$ cat src/gin_pkg.sv
`timescale 1ns / 1ps
// ----------------------------------------------------------------------------
// gin_pkg
// Shared constants, codes and control types of the greedy IoU NMS block.
// ----------------------------------------------------------------------------
package gin_pkg;

  localparam int MAX_BOXES_DEF  = 64;
  localparam int COORD_BITS_DEF = 12;
  // register stages of the overlap test unit, each one a slot of the ring
  localparam int PIPE_DEPTH     = 5;

  localparam int ID_W      = 16;
  localparam int SCORE_W   = 16;
  localparam int THR_W     = 17;
  localparam int DET_W     = 7;
  localparam int CFG_IDX_W = 1;
  localparam int CFG_DAT_W = 17;

  // configuration register indexes
  localparam logic [CFG_IDX_W-1:0] CFG_IOU_THRESHOLD = 1'd0;
  localparam logic [CFG_IDX_W-1:0] CFG_MAX_DET       = 1'd1;

  localparam logic [THR_W-1:0] THR_RESET = 17'd32768;
  localparam logic [DET_W-1:0] DET_RESET = 7'd64;

  typedef enum logic [1:0] {
    ST_LOAD,
    ST_RING,
    ST_EMIT
  } gin_state_e;

  // control broadcast to the cell chains and the test unit
  typedef struct packed {
    logic rank_ins;
    logic rank_shift;
    logic rank_clear;
    logic id_ins;
    logic id_shift;
  } gin_ctl_t;

endpackage

$ cat src/gin_iou_pipe.sv
`timescale 1ns / 1ps
// ----------------------------------------------------------------------------
// gin_iou_pipe
// Five-stage overlap test of a ring box against the current kept box; a box
// that reaches the threshold leaves the ring as an empty slot.
// ----------------------------------------------------------------------------
module gin_iou_pipe #(
  parameter int CB = gin_pkg::COORD_BITS_DEF,
  parameter int IW = 6
) (
  input  logic                            clk_i,
  input  logic                            rst_ni,
  input  logic                            clear_i,
  input  logic [gin_pkg::THR_W-1:0]       thr_i,
  input  logic [32+4*CB+IW-1:0]           k_box_i,
  input  logic [32+4*CB+IW-1:0]           in_box_i,
  input  logic                            in_valid_i,
  output logic [32+4*CB+IW-1:0]           out_box_o,
  output logic                            out_valid_o
);

  localparam int BW = 32 + 4*CB + IW;
  localparam int AW = 2*CB;
  localparam int UW = 2*CB + 1;
  localparam int PW = gin_pkg::THR_W + UW;
  localparam int LW = AW + 16;

  typedef struct packed {
    logic [gin_pkg::ID_W-1:0]    id;
    logic [gin_pkg::SCORE_W-1:0] score;
    logic [CB-1:0]               x1;
    logic [CB-1:0]               y1;
    logic [CB-1:0]               x2;
    logic [CB-1:0]               y2;
    logic [IW-1:0]               idx;
  } box_t;

  box_t          a, b;
  logic [CB-1:0] lx, rx, ty, by;
  logic          reach;

  // stage registers
  logic [BW-1:0] s1_box_q, s2_box_q, s3_box_q, s4_box_q, s5_box_q;
  logic          s1_v_q, s2_v_q, s3_v_q, s4_v_q, s5_v_q;
  logic          s1_ovl_q, s2_ovl_q, s3_ovl_q, s4_ovl_q;
  logic [CB-1:0] s1_dx_q, s1_dy_q, s1_wa_q, s1_ha_q, s1_wb_q, s1_hb_q;
  logic [AW-1:0] s2_ov_q, s2_ara_q, s2_arb_q, s3_ov_q;
  logic [UW-1:0] s3_uni_q;
  logic [PW-1:0] s4_prod_q;
  logic [LW-1:0] s4_lhs_q;

  assign a = box_t'(k_box_i);
  assign b = box_t'(in_box_i);

  // intersection edges
  assign lx = (a.x1 > b.x1) ? a.x1 : b.x1;
  assign rx = (a.x2 < b.x2) ? a.x2 : b.x2;
  assign ty = (a.y1 > b.y1) ? a.y1 : b.y1;
  assign by = (a.y2 < b.y2) ? a.y2 : b.y2;

  // no overlap reaches only a zero threshold
  assign reach = s4_ovl_q ? ({{(PW-LW){1'b0}}, s4_lhs_q} >= s4_prod_q)
                          : (thr_i == '0);

  always_ff @(posedge clk_i or negedge rst_ni) begin
    if (!rst_ni) begin
      s1_v_q <= 1'b0;
      s2_v_q <= 1'b0;
      s3_v_q <= 1'b0;
      s4_v_q <= 1'b0;
      s5_v_q <= 1'b0;
    end else if (clear_i) begin
      s1_v_q <= 1'b0;
      s2_v_q <= 1'b0;
      s3_v_q <= 1'b0;
      s4_v_q <= 1'b0;
      s5_v_q <= 1'b0;
    end else begin
      s1_v_q <= in_valid_i;
      s2_v_q <= s1_v_q;
      s3_v_q <= s2_v_q;
      s4_v_q <= s3_v_q;
      s5_v_q <= s4_v_q && !reach;
    end
  end

  // datapath, one step per stage
  always_ff @(posedge clk_i) begin
    s1_box_q  <= in_box_i;
    s1_ovl_q  <= (rx > lx) && (by > ty);
    s1_dx_q   <= rx - lx;
    s1_dy_q   <= by - ty;
    s1_wa_q   <= a.x2 - a.x1;
    s1_ha_q   <= a.y2 - a.y1;
    s1_wb_q   <= b.x2 - b.x1;
    s1_hb_q   <= b.y2 - b.y1;

    s2_box_q  <= s1_box_q;
    s2_ovl_q  <= s1_ovl_q;
    s2_ov_q   <= s1_dx_q * s1_dy_q;
    s2_ara_q  <= s1_wa_q * s1_ha_q;
    s2_arb_q  <= s1_wb_q * s1_hb_q;

    s3_box_q  <= s2_box_q;
    s3_ovl_q  <= s2_ovl_q;
    s3_ov_q   <= s2_ov_q;
    s3_uni_q  <= {1'b0, s2_ara_q} + {1'b0, s2_arb_q} - {1'b0, s2_ov_q};

    s4_box_q  <= s3_box_q;
    s4_ovl_q  <= s3_ovl_q;
    s4_lhs_q  <= {s3_ov_q, 16'h0000};
    s4_prod_q <= {{UW{1'b0}}, thr_i} * {{gin_pkg::THR_W{1'b0}}, s3_uni_q};

    s5_box_q  <= s4_box_q;
  end

  assign out_box_o   = s5_box_q;
  assign out_valid_o = s5_v_q;

endmodule

$ cat config.mk
export PLATFORM = sky130hd
export DESIGN_NAME = gin_iou_pipe
export DESIGN_NICKNAME = d
export VERILOG_FILES = /design/src/gin_pkg.sv /design/src/gin_iou_pipe.sv
export SDC_FILE = /design/constraint.sdc
export NUM_CORES = 2
export LEC_CHECK = 0
export ABC_CLOCK_PERIOD_IN_PS = 6250
export CAP_MARGIN = 20
export CORE_AREA = 8 8 318 320
export CTS_CLUSTER_DIAMETER = 120
export DETAILED_ROUTE_END_ITERATION = 8
export DIE_AREA = 0 0 326 328
export DONT_BUFFER_PORTS = 1
export PLACE_DENSITY = 0.79
export SLEW_MARGIN = 5
export SYNTH_ARGS = -nofsm -noshare
export SYNTH_HDL_FRONTEND = slang
export SYNTH_SLANG_ARGS = --single-unit
$ cat constraint.sdc
create_clock -name clk_i -period 6.25 [get_ports clk_i]
set_input_delay 1.875 -clock clk_i [delete_from_list [all_inputs] [get_ports clk_i]]
set_output_delay 1.875 -clock clk_i [all_outputs]
set_load 0.02 [all_outputs]
; ---- Word-level counts from Yosys, hierarchy flattened
; Index checks and enable logic that the tools add are counted.
[classes]
n_reduce_logical = 4
n_lt_le_gt_ge = 7
mux = 10
mul = 4
add_sub_neg = 8
[ops]
columns = operator, count
row1 = $mul 12x12->24, 3
row2 = $sub 12x12->12, 6
row3 = $gt 12x12->1, 4
row4 = $mux 12, 4
row5 = $ge 40x42->1, 1
row6 = $mul 17x25->42, 1
row7 = $add 24x24->25, 1
row8 = $sub 25x24->25, 1
row9 = $lt 12x12->1, 2
row10 = $logic_not 17->1, 1
row11 = $mux 1, 6
row12 = $logic_and 1x1->1, 2
row13 = $logic_not 1->1, 1
[word_totals]
out_inout_bits = 87
in_bits = 193
word_cells = 60
register_bits = 698

; ---- Logic depth before layout (Yosys ltp)
[logic_depth]
ltp_word = 5
depth_mapped = 24
mapped_depth_nobuf = 22

; ---- Worst setup path after synthesis
; No wires, ideal clock.
[synth_path]
path_kind = input port to flip-flop
start = input port thr_i[8] (netlist name)
end = register s4_prod_q[37]
path_slack_ps = -1132
setup_ps = 72
path_stages = 21
arrival_ps = 7309
required_time_ps = 6178
path_cell_list = clkbuf_1 > clkbuf_1 > nand2_1 > fa_1 > inv_1 > fa_1 > fa_1 > fa_1 > fa_1 > inv_1 > fa_1 > inv_1 > ha_1 > buf_2 > a21o_1 > a2111oi_4 > o211a_1 > nor3_2 > a211o_2 > a31oi_1 > xnor2_1
[synth_between]
elab_chain_cells = 1
[synth_lines]
columns = item, line
row1 = "start, declared", gin_iou_pipe.sv:14  ; input logic [gin_pkg::THR_W-1:0] thr_i,
row2 = $mul 17x25->42, gin_iou_pipe.sv:112  ; s4_prod_q <= {{UW{1'b0}}, thr_i} * {{gin_pkg::THR_W{1'b0}}, s3_uni_q};
row3 = "end signal, assigned", gin_iou_pipe.sv:112
row4 = "end, declared", gin_iou_pipe.sv:49  ; logic [PW-1:0] s4_prod_q;
; No other way between the ends.

; ---- Worst setup path in the final report
[layout_path]
start = input port thr_i[4] (netlist name)
end = register s4_prod_q[37]
; The elaborated chain is that of the path after synthesis.

==> run metrics <==
area of the mapped netlist between 40,000 and 50,000 µm²; MaxCap Viol Count 0; Placed Area around 51,000 µm²; CTS clk-pin slew, worst paths approximately 0.07 ns; Worst Path Buf+Inv 4; skew final approximately 0.027 ns; kind of critical path in -> reg; Final ANT Viol Nets 0; failing checks negative setup slack; cell count after synthesis a little under 5,000; Die W between 300 and 400 µm; number of flops mapped to enable cells by yosys 0; violation count after the first detailed-route iteration around 2,000; GPL Wtd Cong just over 0.9; fin crit share 105.4%; DR vias/cell between 5 and 6; first-pass GRT wire length between 150 and 200 mm; Clock Tree Root clkbuf_16; Core Area approximately 96,000 µm²; DRC errors left 0; vias in the first global route 35,257; CP max FO 26; slew margin rel. ~44%; design area about 54,000 µm²; routed via count roughly 33,000; synth unique cells 82; Post-synth ARST share less than 1%; WL/cell approximately 17 µm; Final #Nets ~6,300; Die Area roughly 110,000 µm²; Worst Setup End Kind flip-flop; worst hold path type reg -> reg; clk sinks around 700; IO Port Bufs 0; synthesized area per cell approximately 9.9 µm²; cell mode on critical path fa_1; pin count of the biggest net entering global routing 27; initial antenna violation count 6; clk_lat worst skew around 0.63 ns; unrepaired setup endpoints after global routing yes; max-slew violation count 0; worst path arrival time just over 7 ns; hold slack final ~0.3 ns; fin crit period between 6 and 7 ns; Layout area overhead 10.95%; largest area contributor in the netlist dfxtp_1; # IOs 280; yosys warns 0; CP cell instances and2_4 > fa_1 > inv_2 > fa_1 > inv_2 > fa_1 > inv_2 > fa_1 > fa_1 > fa_1 > inv_2 > ha_4 > a21o_1 > a211oi_4 > a211o_1 > o211a_4 > nor3_4 > a211o_4 > a31oi_4 > xnor2_1; post-synthesis register bit count roughly 700; most frequent cells in the layout inv_1, dfxtp_1, fa_1; sum of negative setup slack -2.653 ns; status finished with violations; most common cell after layout, fill and taps aside inv_1; CTS max path bufs 3; Worst Max-Slew Pin Slew a little over 0.8 ns; Max Fclk between 0.15 and 0.2 GHz; post-route setup slack -0.3367 ns; Crit path max-delay family adder cells; global route overflow 0; Total GRT Usage roughly 21%; CP Launch Type input pin; Synth Net Count around 6,300; CP max-delay cell fa_1; final wirelength 109.5 mm; Site Rows 114; Hold Buf Count CTS 0; Initial Util approximately half; final hold viol count 0; Required @ worst endpoint 6.80 ns; post-synth top area share about 29%; TritonCTS Buffers between 60 and 70; final HPWL from detailed placement 87.19 mm; fraction of layout cells with a size suffix above 1 around 9.0%; Primary FF master, synth dfxtp_1; H-tree depth 3; die height about 330 µm; DR pass1 iterations 5; synth top area cells dfxtp_1, fa_1, ha_1; post-synthesis sequential area ratio around 29%; final setup vio count 15; CTS tree done; CP max stage delay 0.56 ns
-- cells by family after synthesis --
| kind of cell | count (synthesis) | share of synthesized area, % |
|---|---|---|
| AND/OR/NAND/NOR | 1271 | 12.36 |
| buffers and inverters | 1150 | 8.911 |
| adder cells (fa/ha/maj) | 1139 | 39.77 |
| flip-flops | 698 | 28.83 |
| AO/OA/AOI/OAI | 464 | 6.404 |
| XOR/XNOR | 155 | 2.796 |
| multiplexers | 42 | 0.9200 |
-- registers in the layout, indices dropped and copies added, names as in the netlist, 24 cells and up --
name and flops:
out_box_o 86, s4_lhs_q 24, s4_prod_q 42, s3_ov_q 24, s2_ara_q 24, s2_arb_q 24, s2_box_q 86, s1_box_q 86
s3_uni_q 25, s2_ov_q 24, s4_box_q 86, s3_box_q 86
-- per-layer routing --
| metal | global-route usage [%] | share of wire (%) | up-vias |
|---|---|---|---|
| met5 | 0 | 0.039 | - |
| met3 | 4.900 | 8.6 | 270 |
| met1 | 24.76 | 39 | 16139 |
| met4 | 8.389 | 3.9 | 6 |
| met2 | 35.42 | 49 | 1196 |
| li1 | - | - | 15191 |
-- worst paths after layout --
path	from	to	slack [ns]	cells after the start
worst max-delay path	thr_i[4]	s4_prod_q[37]	-0.34	20
worst min-delay path	s3_box_q[6]	s4_box_q[6]	0.30	0
worst max register to register	s3_uni_q[5]	s4_prod_q[37]	0.04	22
worst min register to register	s3_box_q[6]	s4_box_q[6]	0.30	0
max in group asynchronous	rst_ni	s4_v_q	5.23	0
min in group asynchronous	rst_ni	s1_v_q	0.95	0
-- timing repair --
item	in CTS	in global routing
resized for setup	39	99
endpoints found under the setup margin	18	22
pin swaps	43	76
buffers inserted	2	10
-- per-stage QoR --
step	std cells	setup slack [ns]	utilization, %
6_report	6316	-0.3367	56.12
5_1_grt	6316	-0.4305	56.12
4_1_cts	6308	-0.2651	55.73
3_5_place_dp	6185	-1.079	53.06
3_3_place_gp	6185	-1.045	53.06
2_1_floorplan	4919	-0.8220	-
-- area by class of cell --
class / instances / area, µm²
Clock buffer: 88 / 1931
Multi-Input combinational cell: 3071 / 30950
Tap cell: 1276 / 1597
Inverter: 999 / 3750
Sequential cell: 698 / 14000
Antenna cell: 1 / 2.502
Clock inverter: 33 / 412.9
Timing Repair Buffer: 150 / 1229
Fill cell: 7956 / 42130
-- worst register-to-register path, cell delays in order, from the launching register on --
cell	delay, ns
dfxtp_1	0.84
buf_4	0.29
nand2_4	0.06
fa_1	0.55
inv_1	0.05
fa_1	0.48
inv_1	0.05
fa_1	0.47
inv_1	0.06
fa_2	0.36
fa_1	0.53
inv_2	0.04
fa_1	0.53
inv_2	0.05
ha_4	0.21
a21o_1	0.19
buf_6	0.13
o211ai_1	0.28
o211a_4	0.23
nor3_4	0.04
a211o_4	0.39
a31oi_4	0.18
xnor2_1	0.12
-- Yosys cell counts (5+ instances only) --
master,number
a211o_1,6
a211oi_1,17
a21boi_0,15
a21o_1,80
a21oi_1,131
a31oi_1,10
a41oi_1,5
and2_1,298
and3_1,18
and4_1,5
buf_2,7
clkbuf_1,139
dfrtp_1,5
dfxtp_1,693
fa_1,674
ha_1,465
inv_1,999
mux2_2,21
mux2i_1,21
nand2_1,656
nand2b_1,18
nand3_1,34
nand4_1,16
nor2_1,104
nor2b_1,41
nor3_1,38
nor4_1,15
o211a_1,5
o211ai_1,9
o21a_1,20
o21ai_0,87
o21ai_1,6
o21bai_1,14
or3_1,10
xnor2_1,118
xor2_1,37
Power is left out: the tool's default activity adds up to more than one toggle a clock period on the data nets, which glitch-free logic cannot reach.
