$ cat config.mk
export PLATFORM = sky130hd
export DESIGN_NAME = gin_rank_cell
export DESIGN_NICKNAME = d
export VERILOG_FILES = /design/src/gin_pkg.sv /design/src/gin_rank_cell.sv
export SDC_FILE = /design/constraint.sdc
export NUM_CORES = 1
export LEC_CHECK = 0
export BUFFER_PORTS_ARGS = -buffer_cell sky130_fd_sc_hd__buf_2
export CORE_UTILIZATION = 25
export DETAILED_ROUTE_END_ITERATION = 16
export MAX_ROUTING_LAYER = met4
export PLACE_DENSITY_LB_ADDON = 0.12
export SLEW_MARGIN = 20
export SYNTH_ARGS = -nofsm -noshare
export SYNTH_HDL_FRONTEND = slang
export SYNTH_SLANG_ARGS = --single-unit
$ cat constraint.sdc
create_clock -name clk_i -period 10 [get_ports clk_i]
set_input_delay 1 -clock clk_i [delete_from_list [all_inputs] [get_ports clk_i]]
set_output_delay 1 -clock clk_i [all_outputs]
set_load 0.01 [all_outputs]
$ cat src/gin_pkg.sv
`timescale 1ns / 1ps
// ----------------------------------------------------------------------------
// gin_pkg
// Shared constants, codes and control types of the greedy IoU NMS block.
// ----------------------------------------------------------------------------
package gin_pkg;

  localparam int MAX_BOXES_DEF  = 64;
  localparam int COORD_BITS_DEF = 12;
  // register stages of the overlap test unit, each one a slot of the ring
  localparam int PIPE_DEPTH     = 5;

  localparam int ID_W      = 16;
  localparam int SCORE_W   = 16;
  localparam int THR_W     = 17;
  localparam int DET_W     = 7;
  localparam int CFG_IDX_W = 1;
  localparam int CFG_DAT_W = 17;

  // configuration register indexes
  localparam logic [CFG_IDX_W-1:0] CFG_IOU_THRESHOLD = 1'd0;
  localparam logic [CFG_IDX_W-1:0] CFG_MAX_DET       = 1'd1;

  localparam logic [THR_W-1:0] THR_RESET = 17'd32768;
  localparam logic [DET_W-1:0] DET_RESET = 7'd64;

  typedef enum logic [1:0] {
    ST_LOAD,
    ST_RING,
    ST_EMIT
  } gin_state_e;

  // control broadcast to the cell chains and the test unit
  typedef struct packed {
    logic rank_ins;
    logic rank_shift;
    logic rank_clear;
    logic id_ins;
    logic id_shift;
  } gin_ctl_t;

endpackage

$ cat src/gin_rank_cell.sv
`timescale 1ns / 1ps
// ----------------------------------------------------------------------------
// gin_rank_cell
// One cell of the score chain: insertion by score during load, ring shift
// toward the head during suppression.
// ----------------------------------------------------------------------------
module gin_rank_cell #(
  parameter int CB = gin_pkg::COORD_BITS_DEF,
  parameter int IW = 6
) (
  input  logic                            clk_i,
  input  logic                            rst_ni,
  input  gin_pkg::gin_ctl_t               ctl_i,
  input  logic [32+4*CB+IW-1:0]           new_box_i,
  input  logic [32+4*CB+IW-1:0]           prev_box_i,
  input  logic                            prev_valid_i,
  input  logic                            prev_ins_i,
  input  logic [32+4*CB+IW-1:0]           next_box_i,
  input  logic                            next_valid_i,
  output logic [32+4*CB+IW-1:0]           box_o,
  output logic                            valid_o,
  output logic                            ins_o
);

  localparam int BW = 32 + 4*CB + IW;

  typedef struct packed {
    logic [gin_pkg::ID_W-1:0]    id;
    logic [gin_pkg::SCORE_W-1:0] score;
    logic [CB-1:0]               x1;
    logic [CB-1:0]               y1;
    logic [CB-1:0]               x2;
    logic [CB-1:0]               y2;
    logic [IW-1:0]               idx;
  } box_t;

  logic [BW-1:0] box_q, box_d;
  logic          valid_q, valid_d;
  box_t          cur, nb;

  assign cur = box_t'(box_q);
  assign nb  = box_t'(new_box_i);

  // a cell moves when it is empty or ranks below the new box
  assign ins_o = !(valid_q && (cur.score >= nb.score));

  // next cell content
  always_comb begin
    box_d   = box_q;
    valid_d = valid_q;
    if (ctl_i.rank_clear) begin
      valid_d = 1'b0;
    end else if (ctl_i.rank_ins && ins_o) begin
      if (prev_ins_i) begin
        box_d   = prev_box_i;
        valid_d = prev_valid_i;
      end else begin
        box_d   = new_box_i;
        valid_d = 1'b1;
      end
    end else if (ctl_i.rank_shift) begin
      box_d   = next_box_i;
      valid_d = next_valid_i;
    end
  end

  always_ff @(posedge clk_i or negedge rst_ni) begin
    if (!rst_ni) begin
      valid_q <= 1'b0;
    end else begin
      valid_q <= valid_d;
    end
  end

  always_ff @(posedge clk_i) begin
    box_q <= box_d;
  end

  assign box_o   = box_q;
  assign valid_o = valid_q;

endmodule

# == Yosys cells after proc, flatten, opt, wreduce, memory -nomap -nowiden ==
# Cells that the tools add are included.
# word_totals
ff_bits,87
wordCells,17
output_inout_bits,88
# classes
reduce_logical,6
n_bitwise,1
order_cmp,1
n_mux,7
# ops
operator,n
$mux 86,3
$ge 16x16->1,1
$mux 1,4
$reduce_bool 3->1,1
$logic_and 1x1->1,2
$reduce_and 2->1,1
$reduce_bool 2->1,1
$logic_not 1->1,1
$not 1->1,1

# == Logic depth before layout (Yosys ltp) ==
# Gate-level depths: netlist of the first run.
# depth
word_depth,6
mapped_depth,10

# == Least setup slack after synthesis of the first run ==
# OpenSTA, ideal clock, no wires.
# synth_path
path_kind,input port to flip-flop
from,input new_box_i[56]
to,"register box_q[0] (netlist: box_o[0]), enable pin"
required_time_ns,9.440
cell_stages,10
arrival_time_ns,6.664
slack_ns,2.776
setup_ns,0.560
cell_sequence,inv_1 ha_1 a211oi_1 o21ai_1 a211oi_2 o2111ai_2 and2_4 buf_6 buf_6 a21oi_1
# synth_between
elab_chain_len,6
# synth_lines
element,line_no,source
from (decl),gin_rank_cell.sv:14,"input logic [32+4*CB+IW-1:0] new_box_i,"
$ge 16x16->1,gin_rank_cell.sv:45,assign ins_o = !(valid_q && (cur.score >= nb.score));
$logic_and 1x1->1,gin_rank_cell.sv:45,
$logic_not 1->1,gin_rank_cell.sv:45,
$logic_and 1x1->1,gin_rank_cell.sv:53,end else if (ctl_i.rank_ins && ins_o) begin
$reduce_bool 2->1 (no line),n/a,
$reduce_and 2->1 (no line),n/a,
to (signal assigned),gin_rank_cell.sv:76,box_q <= box_d;
to (decl),gin_rank_cell.sv:37,"logic [BW-1:0] box_q, box_d;"
# No other way between the ends.
# A chain may end at the register's enable or synchronous reset.

# == Final worst setup path of the first run ==
# layout_path
from,input new_box_i[67]
to,output ins_o
# layout_between
elab_chain_len,3
# layout_lines
element,line_no,source
$ge 16x16->1,gin_rank_cell.sv:45,
$logic_and 1x1->1,gin_rank_cell.sv:45,
$logic_not 1->1,gin_rank_cell.sv:45,
to (decl),gin_rank_cell.sv:22,output logic ins_o
# No other way between the ends.

==> flow_metrics.env, run 1 <==
export IMPL_yosysSeqAreaShare_pct=52.2
export IMPL_synthesis_instances=451
export IMPL_total_leakage_power_nw=3.47
export IMPL_htree_num_levels=3
export IMPL_coreArea_mm2=0.0195
export IMPL_grt_first_pass_wirelength_mm=23.5
export IMPL_place_ws_ns=6.07
export IMPL_critPathLaunchType="input pin"
export IMPL_io_pins=356
export IMPL_tightest_slew_ns=1.01
export IMPL_crit_required_ns=9.00
export IMPL_crit_chain="buf_2 -> inv_1 -> ha_1 -> nand4_1 -> nor3_1 -> nor3_1 -> o211ai_1 -> nand2_1 -> buf_2"
export IMPL_synth_fp_nets=735
export IMPL_grt_max_degree=88
export IMPL_grtUsageTotal_pct=15.9
export IMPL_outcome="finished clean"
export IMPL_cp_end_kind="output pin"
export IMPL_ys_warn_count=0
export IMPL_grt_overflow_total=0
export IMPL_fin_nets=1065
export IMPL_fmax_ghz=0.282
export IMPL_drtIter0Drc=155
export IMPL_chipWidth_um=143
export IMPL_drv_slew=0
export IMPL_insertion_delay_ns=0.34
export IMPL_clk_pin_slew_ns=0.06
export IMPL_synth_seq_cells=87
export IMPL_drive_above_1_share_pct=48.1
export IMPL_cts_tree="yes"
export IMPL_die_h_um=143
export IMPL_slowest_delay_ns=0.38
export IMPL_synth_area_leaders="edfxtp_1 52%, mux2i_1 17%, nand3_1 8.7%, o21ai_0 5.8%, ha_1 4.0%"
export IMPL_numCtsBuffers=9
export IMPL_setup_ws_ns=6.45
export IMPL_syn_to_final_growth_pct=45.2
export IMPL_final_period_utilization_pct=35.5
export IMPL_synth_area_mm2=0.00499
export IMPL_finalHoldViolCount=0
export IMPL_start_util_pct=25.6
export IMPL_antenna_found_initial=1
export IMPL_synth_cell_types=30
export IMPL_postSynthAreaPerCell_um2=11.1
export IMPL_root_buffer="clkbuf_16"
export IMPL_synth_common_cells="87 x mux2i_1, 87 x nand3_1, 86 x edfxtp_1"
export IMPL_cp_arrival_ns=2.55
export IMPL_dp_final_hpwl_mm=12.4
export IMPL_holdBufCountCts=0
export IMPL_num_vias=4820
export IMPL_fp_dieArea_mm2=0.0205
export IMPL_critPathBufInv=3
export IMPL_cts_resized=0
export IMPL_crit_type="in2out"
export IMPL_synth_edf_count=86
export IMPL_postCtsSetupRepairBufs=0
export IMPL_drt_vias_per_instance=4.58
export IMPL_hold_path_class="in2async"
export IMPL_synth_top_cell_by_area="edfxtp_1"
export IMPL_crit_slowest_cell="nor3_1"
export IMPL_period_needed_ns=3.55
export IMPL_grt_pass1_vias=4540
export IMPL_final_setup_tns_ns=0
export IMPL_drv_cap=0
export IMPL_cts_path_max_buffers=2
export IMPL_io_buffers=353
export IMPL_synth_top_cell_area_share_pct=51.7
export IMPL_power_density_mw_per_mm2=145
export IMPL_crit_fanout=3
export IMPL_drc_errors=0
export IMPL_routed_wl_mm=16.7
export IMPL_path_delay_family="simple AND/OR/NAND/NOR gates"
export IMPL_ir_worst_vdd_uv=104
export IMPL_ant_nets=0
export IMPL_firstDrtPassIters=4
export IMPL_rows=51
export IMPL_rsz0062_at_grt="no"
export IMPL_async_reset_ff_share_pct=1.15
export IMPL_detail_route_wl_per_cell_um=15.9
export IMPL_slew_headroom_pct=32.8
export IMPL_final_util_pct=37.1
export IMPL_ys_flop_type="edfxtp_1"
export IMPL_skew_ns=0.0113
export IMPL_setup_viol=0
export IMPL_globalplace_congestion=0.771
export IMPL_clock_sinks=87
area by class of cell:
| class | instances | area, um2 |
|---|---|---|
| Sequential cell | 87 | 2610 |
| Antenna cell | 1 | 2.50 |
| Inverter | 17 | 63.8 |
| Tap cell | 265 | 332 |
| Timing Repair Buffer | 357 | 1800 |
| Clock buffer | 9 | 225 |
| Clock inverter | 7 | 47.5 |
| Multi-Input combinational cell | 309 | 2170 |
| Fill cell | 2094 | 12300 |
layer usage:
layer	GRT usage (%)	part of all wire, %	vias up
li1	-	-	2366
met3	4.03	8.2	16
met1	16.5	39	2203
met4	5.71	1.6	0
met5	-	0	-
met2	29.1	51	235
metrics by stage:
stage	std cells	instance area, um2	hold slack, ns	total power, mW
after CTS	1051	7250	0.409	1.07
after floorplan	451	4990	0.639	0.630
final	1052	7250	0.426	1.05
after global routing	1052	7250	0.416	1.11
after detailed placement	1035	6970	0.655	0.755
after global placement	1035	6970	0.622	0.749
layout by cell type, fill, tap and decap left out, types with 2 or more instances in the layout:
cell type  synthesis  routed
o21ai_1           30      30
nor3_1             3       3
buf_4              0       5
nand2_1            4       4
mux2i_1           87      87
nand3_1           87      87
nand3b_1           2       2
nor2_1             2       2
ha_1              16      16
edfxtp_1          86      86
clkbuf_16          0       9
nor2b_1            2       2
inv_6              0       2
clkinv_2           0       2
inv_1             17      17
a21oi_1            6       5
o21ai_0           58      58
buf_2              7     352
registers in the layout, indices dropped and copies added, names as in the netlist:
register,cells
valid_o,1
box_o,86
cells by family after synthesis:
group | share of synthesized area, %
buffers and inverters | 4.91
adders and majority gates | 4.01
and+or+nand+nor | 10.8
DFF | 52.2
AOI/OAI and AO/OA | 10.6
muxes | 17.4
worst paths after layout:
kind	end	cells past startpoint	slack, ns	start
worst max-delay path	ins_o	9	6.45	new_box_i[67]
worst min-delay path	valid_o	1	0.43	rst_ni
worst max register to register	box_o[44]	8	6.87	box_o[67]
worst min register to register	valid_o	2	0.67	valid_o
max in group asynchronous	valid_o	1	9.49	rst_ni
min in group clk_i	valid_o	2	0.67	valid_o
power by group:
group / leakage, nW / internal, mW / switching [mW]
logic: 2.49 / 0.115 / 0.155
clock network: 0.134 / 0.169 / 0.145
registers: 0.848 / 0.458 / 0.0116
worst reg2reg max path, cell delays in order, from the launching register on:
cell	delay (ns)
edfxtp_1	0.38
ha_1	0.30
nand4_1	0.17
nor3_1	0.08
nor3_1	0.38
o2111ai_4	0.18
and2_4	0.43
a21oi_4	0.26
buf_4	0.53
Note: power is estimated with default switching activity, not from simulation.
==> run 2: changes to the inputs <==
clock period = 3.6 ns   (was 10 ns; I/O delays follow)
==> run 2 against run 1 <==
Utilization rose by 0.25 points. Wire length rose by 2.1%. Clock-buffer cell count did not move. Sequential power rose to 2.8 times the previous value. Cell count rose by 0.19%. Die area did not move. Sequential share of layout area fell by 0.24 points. Flip-flop and latch count did not move. Register-to-register slack got worse by 6.2 ns. Non-clock buffer count rose by 3. Largest power group unchanged. Final area rose by 0.67%. Largest cell class unchanged. Worst hold slack got worse by 0.18 ns.
==> flow_metrics.env, run 2 (same netlist as run 1, synthesis figures left out) <==
export IMPL_grt_max_degree=88
export IMPL_critPathLaunchType="register"
export IMPL_skew_ns=0.00800
export IMPL_drt_vias_per_instance=4.56
export IMPL_finalNonFillerCells=1054
export IMPL_fin_nets=1068
export IMPL_crit_fanout=53
export IMPL_hold_path_class="in2reg"
export IMPL_insertion_delay_ns=0.35
export IMPL_numCtsBuffers=9
export IMPL_drv_slew=0
export IMPL_slew_headroom_pct=35.1
export IMPL_detail_route_wl_per_cell_um=16.2
export IMPL_cts_path_max_buffers=2
export IMPL_coreArea_mm2=0.0195
export IMPL_cp_arrival_ns=2.99
export IMPL_ant_nets=0
export IMPL_largest_reg_flops=86
export IMPL_setup_viol=0
export IMPL_start_util_pct=25.6
export IMPL_hold_path_end="valid_o"
export IMPL_final_fill_count=2071
export IMPL_final_common_cell="buf_2"
export IMPL_tightest_slew_ns=0.973
export IMPL_ir_worst_vdd_uv=197
export IMPL_drive_above_1_share_pct=48.2
export IMPL_clock_sinks=87
export IMPL_postCtsSetupRepairBufs=0
export IMPL_drtIter0Drc=172
export IMPL_antenna_found_initial=0
export IMPL_diodes=0
export IMPL_regToRegStartpoint="box_o[67]"
export IMPL_rows=51
export IMPL_drc_errors=0
export IMPL_syn_to_final_growth_pct=46.1
export IMPL_grt_pass1_vias=4646
export IMPL_routed_wl_mm=17.0
export IMPL_hold_start="ctl_i[2]"
export IMPL_die_h_um=143
export IMPL_r2r_cells=8
export IMPL_chipWidth_um=143
export IMPL_period_needed_ns=2.93
export IMPL_crit_type="reg2reg"
export IMPL_globalplace_congestion=0.761
export IMPL_cp_end_kind="register"
export IMPL_cts_tree="yes"
export IMPL_outcome="finished clean"
export IMPL_r2r_slack_ns=0.67
export IMPL_io_pins=356
export IMPL_root_buffer="clkbuf_16"
export IMPL_htree_num_levels=3
export IMPL_holdPathStages=2
export IMPL_setup_ws_ns=0.667
export IMPL_firstDrtPassIters=4
export IMPL_io_buffers=353
export IMPL_dp_final_hpwl_mm=12.8
export IMPL_finalHoldViolCount=0
export IMPL_total_leakage_power_nw=3.48
export IMPL_place_ws_ns=0.526
export IMPL_grt_overflow_total=0
export IMPL_crit_required_ns=3.65
export IMPL_r2r_end="box_o[1]"
export IMPL_final_cell_mix="352 x buf_2, 87 x nand3_1, 87 x mux2i_1, 86 x edfxtp_1, 58 x o21ai_0"
export IMPL_grtUsageTotal_pct=16.5
export IMPL_fp_dieArea_mm2=0.0205
export IMPL_setup_worst_path_start="box_o[67]"
export IMPL_power_density_mw_per_mm2=404
export IMPL_rsz0062_at_grt="no"
export IMPL_num_vias=4807
export IMPL_fmax_ghz=0.341
export IMPL_placedCellCount=1037
export IMPL_grt_first_pass_wirelength_mm=24.5
export IMPL_drv_cap=0
export IMPL_clk_pin_slew_ns=0.07
export IMPL_final_period_utilization_pct=81.5
==> run 2: area by class of cell <==
class	count	area, um2	share of cell area, %
Sequential cell	87	2610	35.7
Clock inverter	7	48.8	0.669
Tap cell	265	332	4.54
Clock buffer	9	225	3.09
Multi-Input combinational cell	309	2170	29.7
Inverter	17	63.8	0.874
Timing Repair Buffer	360	1850	25.3
==> run 2: worst max path at each step <==
stage	end	slack (ns)
global route	box_o[1]	0.40
finish	box_o[1]	0.67
CTS	box_o[41]	0.62
floorplan	box_o[0]	-0.15
global placement	box_o[41]	0.60
detailed placement	box_o[41]	0.53
==> run 2: routing by layer <==
metal  up-vias  global-route usage, %  share of wire, %
li1       2372                      -                 -
met1      2189                   18.1                39
met2       234                   28.9                51
met3        12                   5.03               9.1
met4         0                   4.48               1.0
met5         -                      -                 0
==> run 2: stage by stage <==
stage	TNS, ns	hold slack, ns	area (um2)	power (mW)	util, %
after floorplan	-13.15	0.0644	5000	1.74	-
final	0	0.244	7300	2.95	37.4
after detailed placement	0	0.159	7010	2.11	35.9
after CTS	0	0.224	7300	3.00	37.4
after global placement	0	0.162	7010	2.09	35.9
after global routing	0	0.250	7300	3.12	37.4
==> run 2: worst max-delay path: stages, from the launching register on <==
cell and delay, ns:
edfxtp_1 0.39, ha_1 0.31, nand4_1 0.15, nor2_1 0.15, o2111ai_1 0.21, o2111ai_4 0.24
and2_4 0.41, buf_4 0.53, o21ai_0 0.23
==> run 2: timing repair <==
item	in CTS	in global routing
hold endpoints to repair	1	0
hold buffers	1	0
resized for setup	0	0
==> run 2: power breakdown <==
part	leakage [nW]	internal (mW)	switching, mW	total, mW
sequential	0.848	1.27	0.0373	1.31
clock	0.125	0.468	0.411	0.879
combinational	2.51	0.325	0.431	0.756
